===== config.mk =====
export PLATFORM = sky130hd
export DESIGN_NAME = humidity_sensor_two_wire_master_top
export DESIGN_NICKNAME = d
export VERILOG_FILES = /design/src/hw/rtl/hstwm_pkg.sv /design/src/hw/rtl/humidity_sensor_two_wire_master_top.sv
export SDC_FILE = /design/constraint.sdc
export NUM_CORES = 1
export LEC_CHECK = 0
export ABC_AREA = 0
export BUFFER_PORTS_ARGS = -buffer_cell sky130_fd_sc_hd__buf_2
export CORE_UTILIZATION = 65
export DETAILED_ROUTE_END_ITERATION = 7
export GPL_TIMING_DRIVEN = 0
export MAX_ROUTING_LAYER = met4
export PLACE_DENSITY = 0.95
export SETUP_SLACK_MARGIN = 0.3
export SYNTH_ARGS = -nofsm -noshare
export SYNTH_HDL_FRONTEND = slang
export SYNTH_SLANG_ARGS = --single-unit
export TNS_END_PERCENT = 30

===== constraint.sdc =====
create_clock -name clk -period 10.52 [get_ports clk]
set_clock_uncertainty 0.15 [all_clocks]
set_input_delay 2.104 -clock clk [delete_from_list [all_inputs] [get_ports clk]]
set_output_delay 2.104 -clock clk [all_outputs]
set_load 0.01 [all_outputs]

===== src/hw/rtl/hstwm_pkg.sv =====
`timescale 1ns / 1ps

package hstwm_pkg;

  localparam int PHASE_W = 5;

  // sequencer phases
  localparam logic [PHASE_W-1:0] PH_IDLE    = 5'd0;
  localparam logic [PHASE_W-1:0] PH_ST0     = 5'd1;
  localparam logic [PHASE_W-1:0] PH_ST1     = 5'd2;
  localparam logic [PHASE_W-1:0] PH_ST2     = 5'd3;
  localparam logic [PHASE_W-1:0] PH_ST3     = 5'd4;
  localparam logic [PHASE_W-1:0] PH_ST4     = 5'd5;
  localparam logic [PHASE_W-1:0] PH_ST5     = 5'd6;
  localparam logic [PHASE_W-1:0] PH_ST6     = 5'd7;
  localparam logic [PHASE_W-1:0] PH_TX_HI   = 5'd8;
  localparam logic [PHASE_W-1:0] PH_TX_LO   = 5'd9;
  localparam logic [PHASE_W-1:0] PH_ACK_HI  = 5'd10;
  localparam logic [PHASE_W-1:0] PH_ACK_LO  = 5'd11;
  localparam logic [PHASE_W-1:0] PH_WAIT    = 5'd12;
  localparam logic [PHASE_W-1:0] PH_RX_HI   = 5'd13;
  localparam logic [PHASE_W-1:0] PH_RX_LO   = 5'd14;
  localparam logic [PHASE_W-1:0] PH_MACK_HI = 5'd15;
  localparam logic [PHASE_W-1:0] PH_MACK_LO = 5'd16;
  localparam logic [PHASE_W-1:0] PH_TERM_HI = 5'd17;
  localparam logic [PHASE_W-1:0] PH_TERM_LO = 5'd18;

  localparam logic [4:0] STATUS_CMD = 5'd7;
  localparam logic [7:0] CRC_POLY   = 8'h8C;

  // configuration register indexes
  localparam logic REG_HALF_PERIOD   = 1'b0;
  localparam logic REG_READY_TIMEOUT = 1'b1;

  localparam logic [15:0] HALF_PERIOD_RESET   = 16'd1000;
  localparam logic [23:0] READY_TIMEOUT_RESET = 24'd0;

  localparam int IN_TDATA_W  = 8;
  localparam int OUT_TDATA_W = 40;

  // reflected CRC-8 over a bit-reversed byte
  function automatic logic [7:0] crc_update(input logic [7:0] crc_in, input logic [7:0] d);
    logic [7:0] crc;
    logic [7:0] r;
    for (int i = 0; i < 8; i++) begin
      r[7-i] = d[i];
    end
    crc = crc_in ^ r;
    for (int i = 0; i < 8; i++) begin
      if (crc[0]) begin
        crc = (crc >> 1) ^ CRC_POLY;
      end else begin
        crc = crc >> 1;
      end
    end
    return crc;
  endfunction

endpackage


===== src/hw/rtl/humidity_sensor_two_wire_master_top.sv =====
`timescale 1ns / 1ps
// Two-wire master for a humidity/temperature sensor, stepped by timing ticks.
// Input stream (s_axis): one word per tick with a start request, a 5-bit
// command and the sampled DATA pin level. Output stream (m_axis): one word per
// accepted tick with the pin levels (sck, data_out, data_enable), busy/done,
// the no-ack and timeout flags, the value read, received and computed CRC and
// a CRC match flag. Command 7 reads the status byte; any other command waits
// for DATA low, then reads two bytes. Both read a CRC byte and end; a no-ack
// or timeout ends it early. Configuration: cfg_we/cfg_addr/cfg_wdata, index 0
// = half period in ticks, index 1 = ready timeout in ticks (0 waits forever).
// Write only while idle. A tick's result word goes to the output register, or
// the skid register on a stall. Throughput: one tick per cycle unless stalled;
// the whole sequencer step is one pass of logic from tick to output register.
// Stall: a two-entry output buffer (output register plus skid register) keeps
// accepting while one result waits; s_axis_tready drops only when both are
// full, and no word is lost or repeated.
// Reset (rst, synchronous): sequencer idle, SCK high, DATA low and driven,
// config back to 1000 / 0, output buffer empty.
module humidity_sensor_two_wire_master_top (
  input  logic        clk,
  input  logic        rst,
  input  logic        s_axis_tvalid,
  output logic        s_axis_tready,
  // [0] start_req, [5:1] command, [6] data_in, [7] zero
  input  logic [hstwm_pkg::IN_TDATA_W-1:0]  s_axis_tdata,
  output logic        m_axis_tvalid,
  input  logic        m_axis_tready,
  // [0] sck, [1] data_out, [2] data_enable, [3] busy_res, [4] done_res,
  // [5] no_ack, [6] timed_out, [22:7] value, [30:23] crc_received,
  // [38:31] crc_computed, [39] crc_match
  output logic [hstwm_pkg::OUT_TDATA_W-1:0] m_axis_tdata,
  input  logic        cfg_we,
  input  logic        cfg_addr,
  input  logic [23:0] cfg_wdata
);
  import hstwm_pkg::*;

  // configuration
  logic [15:0] half_period_ticks;
  logic [23:0] ready_timeout_ticks;

  // sequencer state
  logic [PHASE_W-1:0] phase, phase_next;
  logic [2:0]  bit_count, bit_count_next;
  logic [15:0] delay_count, delay_count_next;
  logic [23:0] wait_count, wait_count_next;
  logic [7:0]  shift_byte, shift_byte_next;
  logic [4:0]  command_latch, command_latch_next;
  logic [15:0] value_reg, value_reg_next;
  logic [7:0]  crc_running, crc_running_next;
  logic [7:0]  crc_read, crc_read_next;
  logic        pin_sck, pin_sck_next;
  logic        pin_data, pin_data_next;
  logic        pin_en, pin_en_next;
  logic [1:0]  byte_index, byte_index_next;
  logic        flag_noack, flag_noack_next;
  logic        flag_timeout, flag_timeout_next;
  logic        flag_crcgot, flag_crcgot_next;
  logic        done_pulse;

  // output buffer
  logic [OUT_TDATA_W-1:0] out_word, skid_word, result_word;
  logic out_valid, skid_valid;

  logic        accept;
  logic        start_req, data_in;
  logic [4:0]  command;
  logic [15:0] hp;
  logic        two_bytes;
  logic [1:0]  data_bytes;
  logic        crc_match;

  assign start_req = s_axis_tdata[0];
  assign command   = s_axis_tdata[5:1];
  assign data_in   = s_axis_tdata[6];

  assign s_axis_tready = !skid_valid;
  assign accept        = s_axis_tvalid && s_axis_tready;
  assign m_axis_tvalid = out_valid;
  assign m_axis_tdata  = out_word;

  // a zero half period counts as one tick
  assign hp         = (half_period_ticks == 16'd0) ? 16'd1 : half_period_ticks;
  assign two_bytes  = (command_latch != STATUS_CMD);
  assign data_bytes = two_bytes ? 2'd2 : 2'd1;

  always_ff @(posedge clk) begin
    if (rst) begin
      half_period_ticks   <= HALF_PERIOD_RESET;
      ready_timeout_ticks <= READY_TIMEOUT_RESET;
    end else if (cfg_we) begin
      unique case (cfg_addr)
        REG_HALF_PERIOD:   half_period_ticks   <= cfg_wdata[15:0];
        REG_READY_TIMEOUT: ready_timeout_ticks <= cfg_wdata;
        default: ;
      endcase
    end
  end

  // one tick of the pin sequencer
  always_comb begin
    phase_next         = phase;
    bit_count_next     = bit_count;
    delay_count_next   = delay_count;
    wait_count_next    = wait_count;
    shift_byte_next    = shift_byte;
    command_latch_next = command_latch;
    value_reg_next     = value_reg;
    crc_running_next   = crc_running;
    crc_read_next      = crc_read;
    pin_sck_next       = pin_sck;
    pin_data_next      = pin_data;
    pin_en_next        = pin_en;
    byte_index_next    = byte_index;
    flag_noack_next    = flag_noack;
    flag_timeout_next  = flag_timeout;
    flag_crcgot_next   = flag_crcgot;
    done_pulse         = 1'b0;

    if (phase == PH_IDLE) begin
      if (start_req) begin
        command_latch_next = command;
        value_reg_next     = 16'd0;
        crc_read_next      = 8'd0;
        crc_running_next   = 8'd0;
        flag_noack_next    = 1'b0;
        flag_timeout_next  = 1'b0;
        flag_crcgot_next   = 1'b0;
        byte_index_next    = 2'd0;
        pin_data_next      = 1'b1;
        pin_en_next        = 1'b1;
        delay_count_next   = 16'd0;
        phase_next         = PH_ST0;
      end
    end else if (phase == PH_WAIT) begin
      // ready wait samples every tick, no half-period delay
      if (!data_in) begin
        delay_count_next = 16'd0;
        pin_en_next      = 1'b0;
        bit_count_next   = 3'd7;
        shift_byte_next  = 8'd0;
        phase_next       = PH_RX_HI;
      end else begin
        wait_count_next = wait_count + 24'd1;
        if (ready_timeout_ticks != 24'd0 && wait_count_next >= ready_timeout_ticks) begin
          flag_timeout_next = 1'b1;
          pin_en_next       = 1'b1;
          phase_next        = PH_IDLE;
          done_pulse        = 1'b1;
        end
      end
    end else if ({1'b0, delay_count} + 17'd1 < {1'b0, hp}) begin
      delay_count_next = delay_count + 16'd1;
    end else begin
      delay_count_next = 16'd0;
      unique case (phase)
        PH_ST0: begin pin_sck_next  = 1'b1; phase_next = PH_ST1; end
        PH_ST1: begin pin_data_next = 1'b0; phase_next = PH_ST2; end
        PH_ST2: begin pin_sck_next  = 1'b0; phase_next = PH_ST3; end
        PH_ST3: begin pin_sck_next  = 1'b1; phase_next = PH_ST4; end
        PH_ST4: begin pin_data_next = 1'b1; phase_next = PH_ST5; end
        PH_ST5: begin pin_sck_next  = 1'b0; phase_next = PH_ST6; end
        PH_ST6: begin
          shift_byte_next = {3'b000, command_latch};
          bit_count_next  = 3'd7;
          pin_data_next   = shift_byte_next[7];
          phase_next      = PH_TX_HI;
        end
        PH_TX_HI: begin pin_sck_next = 1'b1; phase_next = PH_TX_LO; end
        PH_TX_LO: begin
          pin_sck_next = 1'b0;
          if (bit_count == 3'd0) begin
            phase_next = PH_ACK_HI;
          end else begin
            bit_count_next = bit_count - 3'd1;
            pin_data_next  = shift_byte[bit_count_next];
            phase_next     = PH_TX_HI;
          end
        end
        PH_ACK_HI: begin
          pin_sck_next     = 1'b1;
          pin_en_next      = 1'b0;
          flag_noack_next  = data_in;
          crc_running_next = crc_update(8'd0, {3'b000, command_latch});
          phase_next       = PH_ACK_LO;
        end
        PH_ACK_LO: begin
          pin_sck_next    = 1'b0;
          pin_en_next     = 1'b1;
          byte_index_next = 2'd0;
          if (flag_noack) begin
            phase_next = PH_IDLE;
            done_pulse = 1'b1;
          end else if (!two_bytes) begin
            pin_en_next     = 1'b0;
            bit_count_next  = 3'd7;
            shift_byte_next = 8'd0;
            phase_next      = PH_RX_HI;
          end else begin
            pin_en_next     = 1'b0;
            wait_count_next = 24'd0;
            phase_next      = PH_WAIT;
          end
        end
        PH_RX_HI: begin
          pin_sck_next    = 1'b1;
          shift_byte_next = shift_byte | ({7'd0, data_in} << bit_count);
          phase_next      = PH_RX_LO;
        end
        PH_RX_LO: begin
          pin_sck_next = 1'b0;
          if (bit_count != 3'd0) begin
            bit_count_next = bit_count - 3'd1;
            phase_next     = PH_RX_HI;
          end else begin
            pin_en_next = 1'b1;
            if (byte_index < data_bytes) begin
              crc_running_next = crc_update(crc_running, shift_byte);
              if (two_bytes && byte_index == 2'd0) begin
                value_reg_next = {shift_byte, 8'd0};
              end else begin
                value_reg_next = value_reg | {8'd0, shift_byte};
              end
              byte_index_next = byte_index + 2'd1;
              pin_data_next   = 1'b0;
              phase_next      = PH_MACK_HI;
            end else begin
              crc_read_next    = shift_byte;
              flag_crcgot_next = 1'b1;
              pin_data_next    = 1'b1;
              phase_next       = PH_TERM_HI;
            end
          end
        end
        PH_MACK_HI: begin pin_sck_next = 1'b1; phase_next = PH_MACK_LO; end
        PH_MACK_LO: begin
          pin_sck_next    = 1'b0;
          pin_en_next     = 1'b0;
          bit_count_next  = 3'd7;
          shift_byte_next = 8'd0;
          phase_next      = PH_RX_HI;
        end
        PH_TERM_HI: begin pin_sck_next = 1'b1; phase_next = PH_TERM_LO; end
        PH_TERM_LO: begin
          pin_sck_next = 1'b0;
          phase_next   = PH_IDLE;
          done_pulse   = 1'b1;
        end
        default: phase_next = PH_IDLE;
      endcase
    end
  end

  assign crc_match = flag_crcgot_next && (crc_read_next == crc_running_next);

  assign result_word = {crc_match, crc_running_next, crc_read_next, value_reg_next,
                        flag_timeout_next, flag_noack_next, done_pulse,
                        (phase_next != PH_IDLE), pin_en_next, pin_data_next,
                        pin_sck_next};

  always_ff @(posedge clk) begin
    if (rst) begin
      phase         <= PH_IDLE;
      bit_count     <= 3'd0;
      delay_count   <= 16'd0;
      wait_count    <= 24'd0;
      shift_byte    <= 8'd0;
      command_latch <= 5'd0;
      value_reg     <= 16'd0;
      crc_running   <= 8'd0;
      crc_read      <= 8'd0;
      pin_sck       <= 1'b1;
      pin_data      <= 1'b0;
      pin_en        <= 1'b1;
      byte_index    <= 2'd0;
      flag_noack    <= 1'b0;
      flag_timeout  <= 1'b0;
      flag_crcgot   <= 1'b0;
    end else if (accept) begin
      phase         <= phase_next;
      bit_count     <= bit_count_next;
      delay_count   <= delay_count_next;
      wait_count    <= wait_count_next;
      shift_byte    <= shift_byte_next;
      command_latch <= command_latch_next;
      value_reg     <= value_reg_next;
      crc_running   <= crc_running_next;
      crc_read      <= crc_read_next;
      pin_sck       <= pin_sck_next;
      pin_data      <= pin_data_next;
      pin_en        <= pin_en_next;
      byte_index    <= byte_index_next;
      flag_noack    <= flag_noack_next;
      flag_timeout  <= flag_timeout_next;
      flag_crcgot   <= flag_crcgot_next;
    end
  end

  // output register plus skid register
  always_ff @(posedge clk) begin
    if (rst) begin
      out_valid  <= 1'b0;
      skid_valid <= 1'b0;
    end else if (m_axis_tready || !out_valid) begin
      if (skid_valid) begin
        out_valid  <= 1'b1;
        skid_valid <= 1'b0;
      end else begin
        out_valid <= accept;
      end
    end else if (accept) begin
      skid_valid <= 1'b1;
    end
  end

  always_ff @(posedge clk) begin
    if (m_axis_tready || !out_valid) begin
      if (skid_valid) begin
        out_word <= skid_word;
      end else if (accept) begin
        out_word <= result_word;
      end
    end else if (accept) begin
      skid_word <= result_word;
    end
  end

endmodule

==> summary.log <==
qor: routing.drt_iter0_markers 1504
qor: hold_path.min_delay_path_depth 2
qor: floorplan.initial_utilization 66.4%
qor: pwr.cellLeakagePower 5.15 nW
qor: logic_synthesis.synth.ff_latch_count 223
qor: logic_synthesis.synth_enable_flop_cells 80
qor: flow_run.max_cap_viol_count 0
qor: pwr.p_comb_share 11.3%
qor: logic_synthesis.synth.cell_area 0.0120 mm2
qor: global_route.grt_antenna_before_repair 0
qor: setup_path.endpoint_kind register
qor: global_route.grt_pass1_wl 54.5 mm
qor: pwr.power.density 148 mW/mm2
qor: cts.cts_repair_resize_count 0
qor: layout.share_of_final_layout_standard_cells_stronger_than_drive_strength_1 11.7%
qor: layout.post_layout_nonfiller_instances 1722
qor: setup_path.cp.arrival 5.81 ns
qor: setup_path.crit_fanout 10
qor: sta.drv_slew 0
qor: logic_synthesis.synth.mux.area_fraction 3.65%
qor: sta.setup_viol 0
qor: sta.slew_headroom 18.5%
qor: hold_path.type_of_the_tightest_min_delay_check register to register
qor: sta.finalHoldViolations 0
qor: cts.cts.hold.buffers_added 0
qor: sta.final_critical_path_setup_slack 4.92 ns
qor: logic_synthesis.post_synth_most_frequent_cells nand2_1 (181), dfxtp_1 (143), nor2_1 (131)
qor: logic_synthesis.average_cell_area_after_synthesis 8.74 um2
qor: logic_synthesis.synth_xor_area_share 5.23%
qor: floorplan.die_height 138 um
qor: floorplan.floorplan.io_pins 80
qor: sta.final_period_minus_worst_setup_slack 5.60 ns
qor: cts.cts-root-to-sink-buffers 3
qor: layout.area_delta_synth_final 12.3%
qor: routing.wire_per_inst 20.5 um
qor: logic_synthesis.dominant_combinational_cell_family_by_area_after_synthesis simple AND/OR/NAND/NOR gates
qor: pwr.total_power 0.00199 W
qor: cts.cts_made_buffers 24
qor: setup_path.regToRegSetupSlack 4.92 ns
qor: routing.routed-via-count 11323
qor: sta.fin_setup_tns 0 ns
qor: global_route.maximum_number_of_pins_on_one_net_before_global_route_repair 41
qor: layout.fill_cells 1243
qor: cts.insertion_delay 0.53 ns
qor: setup_path.timing.setup.critical_path_class register to register
qor: sta.tightest_slew 1.21 ns
qor: routing.drt_pre_antenna_iters 8
qor: routing.antenna_left 0
qor: routing.detail_route.drc_violations 0
qor: global_route.grt_remaining_overflow 0
qor: routing.vias_per_cell 6.58
qor: logic_synthesis.yosys_warnings 0
qor: cts.post_cts_buffers 0
qor: layout.final_area 0.0134 mm2
qor: setup_path.worstReg2RegEnd m_axis_tdata[39]$_DFFE_PP_
qor: hold_path.hold_path_sink wait_count[23]$_SDFFE_PP0P_
qor: pwr.internal_power 0.00147 W
qor: outcome.status finished, final reports clean
qor: pwr.power.switching 0.000520 W
qor: place.placedInstanceArea 0.0127 mm2
qor: setup_path.crit-reg2reg-launch delay_count[0]$_SDFFE_PP0P_
qor: logic_synthesis.yosys.cell_types.count 72
qor: global_route.grt_pass1_vias 10772
qor: routing.finalWirelength 35.2 mm
qor: pwr.flop_pwr_share 47.3%
qor: logic_synthesis.synthSimpleGateAreaFrac 19.2%
qor: sta.achievable_frequency 179 MHz
qor: logic_synthesis.synth-seq-area-share 44.0%
qor: sta.period_share 53.3%
qor: layout.nets 1558
qor: place.io_buffer_count 77
qor: cts.tritoncts_num_sinks 223
qor: floorplan.die_area 0.0190 mm2
qor: cts.h-tree-depth 1
qor: pwr.switching_share 26.1%
qor: pwr.worst_ir_drop_vdd 0.168 mV
qor: global_route.global_route.usage.total 38.3%
qor: logic_synthesis.mappedNetlistNets 1454
qor: logic_synthesis.synth.top_cells.by_area dfxtp_1 (24%), edfxtp_1 (20%), nand2_1 (5.7%)
qor: hold_path.hold_path.startpoint wait_count[23]$_SDFFE_PP0P_
qor: floorplan.die_width 138 um
qor: logic_synthesis.yosysMostFrequentCell nand2_1
qor: floorplan.core.rowCount 49
qor: place.dpl_worst_slack 5.05 ns
qor: floorplan.floorplan.core_area 0.0180 mm2
qor: logic_synthesis.synth_top_flop_cell dfxtp_1
qor: logic_synthesis.synth.top_cell.area_share 23.9%
qor: logic_synthesis.synth_cells 1370
qor: cts.clock-root-buffer clkbuf_16
qor: setup_path.worstSetupStartpointType register
qor: cts.tritoncts_clock_tree built
qor: logic_synthesis.synthArstFlopShare 0%
qor: pwr.clockPowerShare 41.4%
qor: place.gp_congestion 1.02
qor: setup_path.r2r.worst_path.cells 19
qor: logic_synthesis.post_synth_fa_ha_maj_area_fraction 4.81%
qor: setup_path.worst_ep_required_time 10.73 ns
qor: logic_synthesis.synth_compound_area_share 18.0%
qor: place.detailed_place_hpwl 25.1 mm
qor: sta.rsz0062_at_grt false
qor: place.dpl.cell_count 1677
qor: logic_synthesis.post-synth-top-area-cell dfxtp_1
qor: cts.clkTransAtPathRegs 0.06 ns
[cell type report]
class	count	area (um2)	area share [%]
Antenna cell	2	5.00	0.0372
Tap cell	229	287	2.13
Timing Repair Buffer	78	413	3.07
Multi-Input combinational cell	988	6100	45.4
Clock inverter	15	130	0.968
Buffer	85	340	2.53
Sequential cell	223	5270	39.2
Inverter	74	278	2.07
Clock buffer	28	626	4.65
[cells in the final DEF (no fill, tap or decap), drive strengths merged, types with 7 or more instances in the layout]
cell    count
a211oi     16
nand2     182
nand3      36
clkbuf    102
nor2b      11
a21oi     129
and3       12
nand2b      9
a22oi      22
inv        73
o211ai      7
a22o       11
or4         9
nor3       26
dfxtp     143
nor4       16
nand4b      8
o31ai       9
clkinv     13
xor2       25
or2         7
xnor2      44
or3         7
and2       13
mux2       33
a31oi      12
edfxtp     80
ha         46
a21o       16
nor2      131
nand4      15
buf        89
o21ai      71
[worst max-delay path, cell delays in order (launching register included)]
cell and delay, ns:
dfxtp_1 0.45, ha_1 0.28, and3_1 0.28, nand3_1 0.09, or2_2 0.31, nor2_1 0.18
and3_1 0.22, nand3_1 0.18, xnor2_1 0.18, ha_1 0.31, nand3_1 0.09, nor3_1 0.28
nand4_1 0.17, nor2_1 0.63, o21ai_1 0.42, buf_2 0.31, mux2i_1 0.34, xnor2_1 0.17
nand4_1 0.14, o31ai_1 0.26
[cell families (layout without fill, tap and decap cells)]
logic type                 after synthesis  count (layout)
and+or+nand+nor                        492             492
AOI/OAI and AO/OA                      343             343
DFF                                    223             223
buffers and inverters                  159             280
xor gates and xnor gates                70              70
adders and majority gates               46              46
muxes                                   37              37
other                                    0               2
[per-layer routing]
layer | vias to the layer above | global-route usage, % | share of wire [%]
met5 | - | - | 0
met4 | 0 | 20.8 | 5.6
met3 | 186 | 7.10 | 9.8
met2 | 763 | 63.5 | 48
met1 | 5287 | 43.9 | 37
li1 | 5087 | - | -
[worst max-delay path by stage]
stage                                startpoint  depth (start not counted)                          to  slack, ns
floorplan                         s_axis_tvalid                          3      skid_word[0]$_DFFE_PP_       5.80
global placement                  s_axis_tvalid                          4      skid_word[0]$_DFFE_PP_       4.81
detailed placement  delay_count[0]$_SDFFE_PP0P_                         19  m_axis_tdata[39]$_DFFE_PP_       5.05
CTS                 delay_count[0]$_SDFFE_PP0P_                         19  m_axis_tdata[39]$_DFFE_PP_       5.03
global route        delay_count[0]$_SDFFE_PP0P_                         19  m_axis_tdata[39]$_DFFE_PP_       4.59
finish              delay_count[0]$_SDFFE_PP0P_                         19  m_axis_tdata[39]$_DFFE_PP_       4.92
[per-stage QoR]
stage | utilization [%] | hold slack, ns
2_1_floorplan | - | 0.286
3_3_place_gp | 70.2 | 0.301
3_5_place_dp | 70.4 | 0.315
4_1_cts | 74.6 | 0.323
5_1_grt | 74.6 | 0.340
6_report | 74.6 | 0.320
[power by group through the flow]
stage          Sequential [W]  Clock (W)  Combinational [W]
2_1_floorplan        0.000960          0           0.000137
3_3_place_gp         0.000957          0           0.000209
3_5_place_dp         0.000959          0           0.000216
4_1_cts              0.000941   0.000819           0.000219
5_1_grt              0.000944   0.000851           0.000242
6_report             0.000941   0.000824           0.000225
Power figures use the tool's default switching activity.
